### src/hw/rtl/ostb_pkg.sv
// ----------------------------------------------------------------------------
// ostb_pkg: shared types and constants of the one-shot timer bank
// item layouts, operation codes and the control group that drives the cells
// ----------------------------------------------------------------------------
package ostb_pkg;

    localparam int SLOTS_DEF = 16;

    localparam int TIME_W = 32;
    localparam int ID_W   = 32;
    localparam int KIND_W = 8;
    localparam int TICK_W = 16;
    localparam int DUR_W  = 24;

    // operation codes
    localparam logic [1:0] OP_TICK   = 2'd0;
    localparam logic [1:0] OP_SET    = 2'd1;
    localparam logic [1:0] OP_REMOVE = 2'd2;
    localparam logic [1:0] OP_CLEAR  = 2'd3;

    typedef struct packed {
        logic [1:0]        operation;
        logic [TICK_W-1:0] tick_ms;
        logic [DUR_W-1:0]  duration_ms;
        logic [KIND_W-1:0] timer_kind;
        logic [ID_W-1:0]   timer_id;
    } t_in_item;

    typedef struct packed {
        logic              is_event;
        logic [KIND_W-1:0] event_kind;
        logic [ID_W-1:0]   event_id;
        logic [TIME_W-1:0] current_time;
        logic              error;
        logic              last;
    } t_out_item;

    // one stored timer
    typedef struct packed {
        logic [TIME_W-1:0] deadline;
        logic [KIND_W-1:0] kind;
        logic [ID_W-1:0]   ident;
    } t_entry;

    // per-cycle commands broadcast to every cell
    typedef struct packed {
        logic put_new;   // cell at the fill count takes the new timer
        logic shift;     // every cell takes its upper neighbor
        logic put_head;  // on shift, the new tail cell takes the head timer
        logic do_mark;   // first matching cell sets its mark
    } t_cell_ctrl;

endpackage

### src/hw/rtl/one_shot_timer_bank.sv
// ----------------------------------------------------------------------------
// one_shot_timer_bank: bank of one-shot timers kept in insertion order
// a chain of slot cells plus a small sequencer that walks it on a tick
// ----------------------------------------------------------------------------
// usage
//   input channel  : i_in_valid / o_in_stall / i_in_item, one operation per item
//   output channel : o_out_valid / i_out_stall / o_out_item, one or more result
//                    items per input item, the final one with last set
//   set, remove and clear: the exec state carries out the item, loads the
//   status item into the output register once that register is free and
//   returns to idle, where the next item can be accepted; the input stalls
//   until then. tick: the exec state updates the time, then the walk state
//   moves each stored timer through the head cell, which fires, drops or
//   rotates it to the tail, then loads the status item (at most SLOTS timers)
//   the output register frees the sequencer from the receiver: while a result
//   waits, the block keeps working until it needs to load the next result
//   when the receiver stalls, exec holds its status, the walk a due timer or status
//   reset: time 0, no timers, last identifier 1 (first new identifier is 2);
//   no clearing pass, the bank is usable right after reset
// ----------------------------------------------------------------------------
module one_shot_timer_bank #(
    parameter int SLOTS = ostb_pkg::SLOTS_DEF
) (
    input  logic                 i_clk,
    input  logic                 i_rst_n,
    input  logic                 i_in_valid,
    output logic                 o_in_stall,
    input  ostb_pkg::t_in_item   i_in_item,
    output logic                 o_out_valid,
    input  logic                 i_out_stall,
    output ostb_pkg::t_out_item  o_out_item
);
    import ostb_pkg::*;

    localparam int CNT_W = $clog2(SLOTS+1);
    localparam logic [CNT_W-1:0] SLOTS_CW = CNT_W'(SLOTS);

    // sequencer states
    localparam logic [1:0] ST_IDLE = 2'd0;
    localparam logic [1:0] ST_EXEC = 2'd1;
    localparam logic [1:0] ST_WALK = 2'd2;

    logic [1:0]        r_state,   n_state;
    t_in_item          r_item;
    logic [TIME_W-1:0] r_now,     n_now;
    logic [ID_W-1:0]   r_last_id, n_last_id;
    logic [CNT_W-1:0]  r_count,   n_count;
    logic [CNT_W-1:0]  r_rem,     n_rem;
    t_out_item         r_out;
    logic              r_out_valid;

    t_cell_ctrl        w_ctrl;
    logic              w_emit;
    t_out_item         w_emit_item;
    logic              w_out_free;
    logic              w_due;
    logic [TIME_W:0]   w_tick_sum;
    logic [TIME_W:0]   w_dl_sum;
    logic [TIME_W-1:0] w_tick_now;
    t_entry            w_new;

    // chain wiring: entries flow down toward cell 0, the found flag flows up
    t_entry            w_entry  [SLOTS];
    logic              w_marked [SLOTS];
    t_entry            w_upper  [SLOTS];
    logic              w_upper_marked [SLOTS];
    logic              w_found  [SLOTS+1];

    assign w_found[0] = 1'b0;

    genvar g;
    generate
        for (g = 0; g < SLOTS; g++) begin : g_cell
            if (g == SLOTS - 1) begin : g_top
                assign w_upper[g]        = '0;
                assign w_upper_marked[g] = 1'b0;
            end else begin : g_mid
                assign w_upper[g]        = w_entry[g+1];
                assign w_upper_marked[g] = w_marked[g+1];
            end
            ostb_cell #(
                .SLOTS (SLOTS),
                .INDEX (g)
            ) u_cell (
                .i_clk          (i_clk),
                .i_rst_n        (i_rst_n),
                .i_ctrl         (w_ctrl),
                .i_count        (r_count),
                .i_upper        (w_upper[g]),
                .i_upper_marked (w_upper_marked[g]),
                .i_head         (w_entry[0]),
                .i_new          (w_new),
                .i_rm_id        (r_item.timer_id),
                .i_found        (w_found[g]),
                .o_entry        (w_entry[g]),
                .o_marked       (w_marked[g]),
                .o_found        (w_found[g+1])
            );
        end
    endgenerate

    // saturating time and deadline adders
    assign w_tick_sum = {1'b0, r_now} + {{(TIME_W+1-TICK_W){1'b0}}, r_item.tick_ms};
    assign w_dl_sum   = {1'b0, r_now} + {{(TIME_W+1-DUR_W){1'b0}}, r_item.duration_ms};
    assign w_tick_now = w_tick_sum[TIME_W] ? {TIME_W{1'b1}} : w_tick_sum[TIME_W-1:0];

    always_comb begin
        w_new.deadline = w_dl_sum[TIME_W] ? {TIME_W{1'b1}} : w_dl_sum[TIME_W-1:0];
        w_new.kind     = r_item.timer_kind;
        w_new.ident    = r_last_id + ID_W'(1);
    end

    // head timer fires when its deadline is not after the updated time
    assign w_due      = (w_entry[0].deadline <= r_now);
    assign w_out_free = !r_out_valid || !i_out_stall;

    // sequencer
    always_comb begin
        n_state     = r_state;
        n_now       = r_now;
        n_last_id   = r_last_id;
        n_count     = r_count;
        n_rem       = r_rem;
        w_ctrl      = '0;
        w_emit      = 1'b0;
        w_emit_item = '0;
        w_emit_item.current_time = r_now;
        case (r_state)
            ST_IDLE: begin
                if (i_in_valid) begin
                    n_state = ST_EXEC;
                end
            end
            ST_EXEC: begin
                if (r_item.operation == OP_TICK) begin
                    n_now   = w_tick_now;
                    n_rem   = r_count;
                    n_state = ST_WALK;
                end else if (w_out_free) begin
                    w_emit           = 1'b1;
                    w_emit_item.last = 1'b1;
                    n_state          = ST_IDLE;
                    case (r_item.operation)
                        OP_SET: begin
                            if (r_count == SLOTS_CW) begin
                                w_emit_item.error = 1'b1;
                            end else begin
                                w_ctrl.put_new       = 1'b1;
                                n_count              = r_count + CNT_W'(1);
                                n_last_id            = w_new.ident;
                                w_emit_item.event_id = w_new.ident;
                            end
                        end
                        OP_REMOVE: begin
                            w_ctrl.do_mark = 1'b1;
                        end
                        OP_CLEAR: begin
                            n_count = '0;
                        end
                        default: begin
                        end
                    endcase
                end
            end
            ST_WALK: begin
                if (r_rem == '0) begin
                    // every stored timer has passed the head: final status
                    if (w_out_free) begin
                        w_emit           = 1'b1;
                        w_emit_item.last = 1'b1;
                        n_state          = ST_IDLE;
                    end
                end else if (w_marked[0]) begin
                    // removed timer leaves silently
                    w_ctrl.shift = 1'b1;
                    n_count      = r_count - CNT_W'(1);
                    n_rem        = r_rem - CNT_W'(1);
                end else if (w_due) begin
                    if (w_out_free) begin
                        w_emit                 = 1'b1;
                        w_emit_item.is_event   = 1'b1;
                        w_emit_item.event_kind = w_entry[0].kind;
                        w_emit_item.event_id   = w_entry[0].ident;
                        w_ctrl.shift           = 1'b1;
                        n_count                = r_count - CNT_W'(1);
                        n_rem                  = r_rem - CNT_W'(1);
                    end
                end else begin
                    // still pending: rotate it to the tail, order is kept
                    w_ctrl.shift    = 1'b1;
                    w_ctrl.put_head = 1'b1;
                    n_rem           = r_rem - CNT_W'(1);
                end
            end
            default: begin
                n_state = ST_IDLE;
            end
        endcase
    end

    always_ff @(posedge i_clk) begin
        if (!i_rst_n) begin
            r_state     <= ST_IDLE;
            r_now       <= '0;
            r_last_id   <= ID_W'(1);
            r_count     <= '0;
            r_rem       <= '0;
            r_out_valid <= 1'b0;
        end else begin
            r_state   <= n_state;
            r_now     <= n_now;
            r_last_id <= n_last_id;
            r_count   <= n_count;
            r_rem     <= n_rem;
            if (w_emit) begin
                r_out_valid <= 1'b1;
            end else if (!i_out_stall) begin
                r_out_valid <= 1'b0;
            end
        end
    end

    // payload registers
    always_ff @(posedge i_clk) begin
        if (r_state == ST_IDLE) begin
            r_item <= i_in_item;
        end
        if (w_emit) begin
            r_out <= w_emit_item;
        end
    end

    assign o_in_stall  = (r_state != ST_IDLE);
    assign o_out_valid = r_out_valid;
    assign o_out_item  = r_out;

    // checks
    a_count_range: assert property (@(posedge i_clk) disable iff (!i_rst_n)
        r_count <= SLOTS_CW)
        else $error("fill count above slot count");

    a_rem_bound: assert property (@(posedge i_clk) disable iff (!i_rst_n)
        (r_state == ST_WALK) |-> (r_rem <= r_count))
        else $error("walk counter exceeds stored timers");

    a_event_in_walk: assert property (@(posedge i_clk) disable iff (!i_rst_n)
        (w_emit && w_emit_item.is_event) |-> (r_state == ST_WALK))
        else $error("timer event outside of a tick walk");

    a_accept_exec: assert property (@(posedge i_clk) disable iff (!i_rst_n)
        (i_in_valid && !o_in_stall) |=> (r_state == ST_EXEC))
        else $error("accepted item not executed");

    a_idle_count: assert property (@(posedge i_clk) disable iff (!i_rst_n)
        (r_state == ST_IDLE) |=> (r_count == $past(r_count)))
        else $error("fill count changed while idle");

    a_found_stored: assert property (@(posedge i_clk) disable iff (!i_rst_n)
        w_found[SLOTS] |-> (r_count != '0))
        else $error("identifier match on an empty bank");

endmodule

### src/hw/rtl/ostb_cell.sv
// ----------------------------------------------------------------------------
// ostb_cell: one timer slot of the chain
// holds one timer and its mark, shifts toward the head, matches remove ids
// ----------------------------------------------------------------------------
module ostb_cell #(
    parameter int SLOTS = ostb_pkg::SLOTS_DEF,
    parameter int INDEX = 0
) (
    input  logic                               i_clk,
    input  logic                               i_rst_n,
    input  ostb_pkg::t_cell_ctrl               i_ctrl,
    input  logic [$clog2(SLOTS+1)-1:0]         i_count,
    input  ostb_pkg::t_entry                   i_upper,
    input  logic                               i_upper_marked,
    input  ostb_pkg::t_entry                   i_head,
    input  ostb_pkg::t_entry                   i_new,
    input  logic [ostb_pkg::ID_W-1:0]          i_rm_id,
    input  logic                               i_found,
    output ostb_pkg::t_entry                   o_entry,
    output logic                               o_marked,
    output logic                               o_found
);
    import ostb_pkg::*;

    localparam int CNT_W = $clog2(SLOTS+1);
    localparam logic [CNT_W-1:0] MY_IX   = CNT_W'(INDEX);
    localparam logic [CNT_W-1:0] NEXT_IX = CNT_W'(INDEX + 1);

    t_entry r_entry;
    logic   r_marked;
    logic   w_valid;
    logic   w_hit;

    assign w_valid  = (MY_IX < i_count);
    assign w_hit    = w_valid && (r_entry.ident == i_rm_id);
    assign o_found  = i_found | w_hit;
    assign o_entry  = r_entry;
    assign o_marked = r_marked;

    always_ff @(posedge i_clk) begin
        if (i_ctrl.put_new && (i_count == MY_IX)) begin
            r_entry <= i_new;
        end else if (i_ctrl.shift) begin
            if (i_ctrl.put_head && (i_count == NEXT_IX)) begin
                r_entry <= i_head;
            end else begin
                r_entry <= i_upper;
            end
        end
    end

    always_ff @(posedge i_clk) begin
        if (!i_rst_n) begin
            r_marked <= 1'b0;
        end else if (i_ctrl.put_new && (i_count == MY_IX)) begin
            r_marked <= 1'b0;
        end else if (i_ctrl.shift) begin
            if (i_ctrl.put_head && (i_count == NEXT_IX)) begin
                r_marked <= 1'b0;
            end else begin
                r_marked <= i_upper_marked;
            end
        end else if (i_ctrl.do_mark && w_hit && !i_found) begin
            r_marked <= 1'b1;
        end
    end

endmodule

### config.mk
export PLATFORM = sky130hd
export DESIGN_NAME = one_shot_timer_bank
export DESIGN_NICKNAME = d
export VERILOG_FILES = /design/src/hw/rtl/ostb_pkg.sv /design/src/hw/rtl/one_shot_timer_bank.sv /design/src/hw/rtl/ostb_cell.sv
export SDC_FILE = /design/constraint.sdc
export NUM_CORES = 2
export LEC_CHECK = 0
export ABC_CLOCK_PERIOD_IN_PS = 17950
export BUFFER_PORTS_ARGS = -buffer_cell sky130_fd_sc_hd__buf_2
export CAP_MARGIN = 25
export CORE_MARGIN = 4
export CORE_UTILIZATION = 45
export CTS_CLUSTER_SIZE = 24
export DETAILED_ROUTE_END_ITERATION = 16
export GPL_TIMING_DRIVEN = 0
export SLEW_MARGIN = 10
export SYNTH_ARGS = -nofsm -noshare
export SYNTH_HDL_FRONTEND = slang
export SYNTH_SLANG_ARGS = --single-unit
### constraint.sdc
create_clock -name i_clk -period 17.95 [get_ports i_clk]
set_clock_uncertainty 0.1 [all_clocks]
set_input_delay 1.795 -clock i_clk [delete_from_list [all_inputs] [get_ports i_clk]]
set_output_delay 1.795 -clock i_clk [all_outputs]
set_load 0.02 [all_outputs]
==> results by group <==
Run status
  – Status: finished, final reports clean

Route
  – Met3 routed WL: 18.1 mm
  – M1 wire length: 112 mm
  – Initial detailed-routing violation count: 6189
  – DR vias: 57900
  – Wire per inst: 27.7 µm
  – Vias/cell: 5.84
  – Top routing layer in use: met5
  – 1st-pass router iterations: 6
  – Met2 wire len: 131 mm
  – WL final: 274 mm
  – DRC: 0
  – ANT nets after route: 0

Power and ir drop
  – Psw: 1990 µW
  – Comb power frac: 9.8%
  – Sequential share of power: 48.0%
  – Switching Fraction: 26.2%
  – PwrDens: 86.6 nW/µm²
  – LEAKAGE: 0.0334 µW
  – Clk pwr share: 42.2%
  – Internal: 5600 µW
  – Max rail drop VDD: 92.5 µV

GRT
  – Vias in the first global route: 56900
  – GR Util All Layers: 29.7%
  – Remaining global-route overflow: 0
  – Number of antenna violations at the first check in global routing: 5
  – Largest net degree at the start of global routing: 57
  – First-pass GRT wire length: 391 mm

Floorplanning
  – Core Area: 172000 µm²
  – Die X: 424 µm
  – Top Ports: 163
  – Die area: 180000 µm²
  – Initial core utilization: 45.4%
  – Std cell rows: 152
  – Die H: 424 µm

Yosys
  – Synth area leader: edfxtp_1
  – Post-synth EDFFs: 1309
  – Flops & latches, synth: 1402
  – Post-synth cell types: 91
  – Post-synth ARST share: 0%
  – Compound-Gate Fraction of Synth Area: 10.8%
  – Synthesized area: 78000 µm²
  – Largest family of logic cells by synthesized area: multiplexers
  – Yosys warning count: 0
  – Yosys top cell area share: 50.4%
  – Synth top area cells: edfxtp_1 50%, mux2_2 7.1%, mux2i_1 7.0%
  – Syn Inst Count: 7097
  – Sequential area share after synthesis: 52.8%
  – Mean cell area of the mapped netlist: 11.0 µm²
  – Xor/xnor cell area share of the yosys netlist: 6.61%
  – Synthesized Nets: 7268
  – Main synth FF type: edfxtp_1
  – Synth Area in Simple Gates: 9.72%
  – Multiplexer share of the synthesized area: 14.3%
  – Adder-Cell Fraction of Synth Area: 1.38%

Setup path
  – R2r startpoint: g_cell[0].u_cell.o_entry[40]
  – Critical Path End Type: register
  – CP Launch Type: register
  – Worst Path Max Fanout: 44
  – Reg-to-Reg End: g_cell[12].u_cell.o_entry[15]
  – CP required: 18.36 ns
  – Worst Path Arrival: 6.59 ns
  – R2r worst-path depth: 14
  – Flop-to-flop setup slack: 11.76 ns
  – Critical Path Start: g_cell[0].u_cell.o_entry[40]
  – WS Path Type: reg2reg

Placement
  – # port buffers: 161
  – Placed wire-length estimate: 218 mm
  – Pre-CTS setup slack: 11.85 ns
  – DP Area: 82700 µm²
  – Post-Place Cells: 9615
  – RD Place Congestion: 0.996

Clock network
  – Post-CTS Resized: 0
  – Postcts setup bufs: 0
  – H-tree depth: 4
  – Clock transition at path regs: 0.06 ns
  – Clk Latency, worst-skew pair: 0.82 ns
  – CTS tree: done
  – CTS Buffer Depth: 3
  – Root Driver: clkbuf_16
  – Hold buffers post-CTS: 0
  – Total CTS buffers: 160
  – Clk sinks: 1402

Hold path
  – Hold path endpoint: o_out_item[31]
  – Hold Path Cell Cnt: 0
  – Hold Crit Start: r_now[29]
  – HP Class: reg2reg

STA
  – Fin crit share: 34.5%
  – Hold slack: 0.330 ns
  – Final Max Slew Viols: 0
  – Min Tclk post-route: 6.19 ns
  – RSZ-0062 raised after global routing: no
  – Setup violations, final: 0
  – Fin Setup TNS: 0 ns
  – Worst-Margin Slew: 1.13 ns
  – Worst slew margin: 24.4%
  – Final hold vios: 0
  – Fmax achieved: 162 MHz
  – Final setup margin: 11.76 ns

Final layout
  – FILL cells: 15700
  – Nets: 7639
  – Area Overhead vs Synth: 12.5%
  – Most frequent cells in the layout: 1309 x edfxtp_1, 1141 x nand2_1, 1029 x o21ai_0
  – Commonest non-fill, non-tap cell in the layout: edfxtp_1
  – Non-Filler Instances: 9908
  – Share of layout cells above drive strength 1: 17.1%
  – Post-route cell area: 87700 µm²

Run
  – Max Cap Viol: 0
==> area by class of cell <==
| type | count | area (µm²) | share of cell area, % |
|---|---|---|---|
| antenna | 3 | 7.51 | 0.00856 |
| buffer | 655 | 3260 | 3.72 |
| clock buffer | 219 | 4480 | 5.11 |
| clock inverter | 70 | 515 | 0.588 |
| inverter | 60 | 225 | 0.257 |
| multi-input combinational | 4980 | 33600 | 38.3 |
| sequential | 1402 | 41200 | 46.9 |
| tap | 2310 | 2890 | 3.29 |
| timing repair buffer | 209 | 1580 | 1.80 |
==> synth_stat cells (all sizes together) (63+ instances only) <==
cell type and n:
edfxtp 1309, nand2 1156, o21ai 1107, mux2i 546
mux2 502, clkbuf 402, xor2 305, xnor2 281
buf 253, nor2 193, a21oi 190, nand4 97
dfxtp 93, nor4 85, ha 83, nand3 63
==> how the worst max path moves through the flow <==
stage                                                to  slack (ns)  cells past startpoint
final                     g_cell[12].u_cell.o_entry[15]       11.76                     14
after global routing      g_cell[12].u_cell.o_entry[15]       11.63                     14
after CTS                 g_cell[13].u_cell.o_entry[15]       11.79                     14
after detailed placement  g_cell[13].u_cell.o_entry[16]       11.85                     14
after global placement     g_cell[0].u_cell.o_entry[16]        5.37                     12
after floorplan             g_cell[0].u_cell.o_entry[0]        9.55                      6
==> flip-flops by register name, indices dropped and copies added (netlist names) <==
signal	count
r_state	2
r_last_id	32
r_now	32
g_cell.u_cell.o_entry	1152
o_out_valid	1
g_cell.u_cell.o_marked	16
r_rem	5
r_count	5
r_item	82
o_out_item	75
==> logic make-up after synthesis <==
kind of cell,count (synthesis)
simple gates,1747
flops,1402
compound gates,1514
xor+xnor,586
buf+inv,715
mux,1048
fa+ha+maj,85
==> power by group through the flow <==
stage                     clock network [µW]  registers [µW]  logic, µW
after floorplan                            0            3700        413
after global placement                     0            3730        711
after detailed placement                   0            3720        729
after CTS                               3240            3650        733
after global routing                    3380            3650        780
final                                   3210            3650        743
==> stage by stage <==
stage	power, µW	utilization, %
3_3_place_gp	4440	47.5
5_1_grt	7810	51.0
2_1_floorplan	4120	-
6_report	7600	51.0
3_5_place_dp	4440	48.1
4_1_cts	7620	51.0
==> per-layer routing <==
layer	vias up	GRT usage (%)
met5	-	0
met4	4	12.6
met1	28800	38.3
met3	470	4.89
li1	26500	-
met2	2172	49.4
==> critical path, cell delays in order (launching register included) <==
cell,delay [ns]
edfxtp_1,0.54
inv_1,0.27
clkbuf_1,0.78
ha_1,0.29
nor2b_1,0.05
o211ai_1,0.15
a211oi_1,0.09
o31a_2,0.45
o21ai_2,0.39
a21o_1,0.27
buf_2,0.38
buf_2,0.60
buf_2,0.59
nand2_4,0.42
buf_16,0.34
No activity file was read; power rests on OpenSTA's default activity.
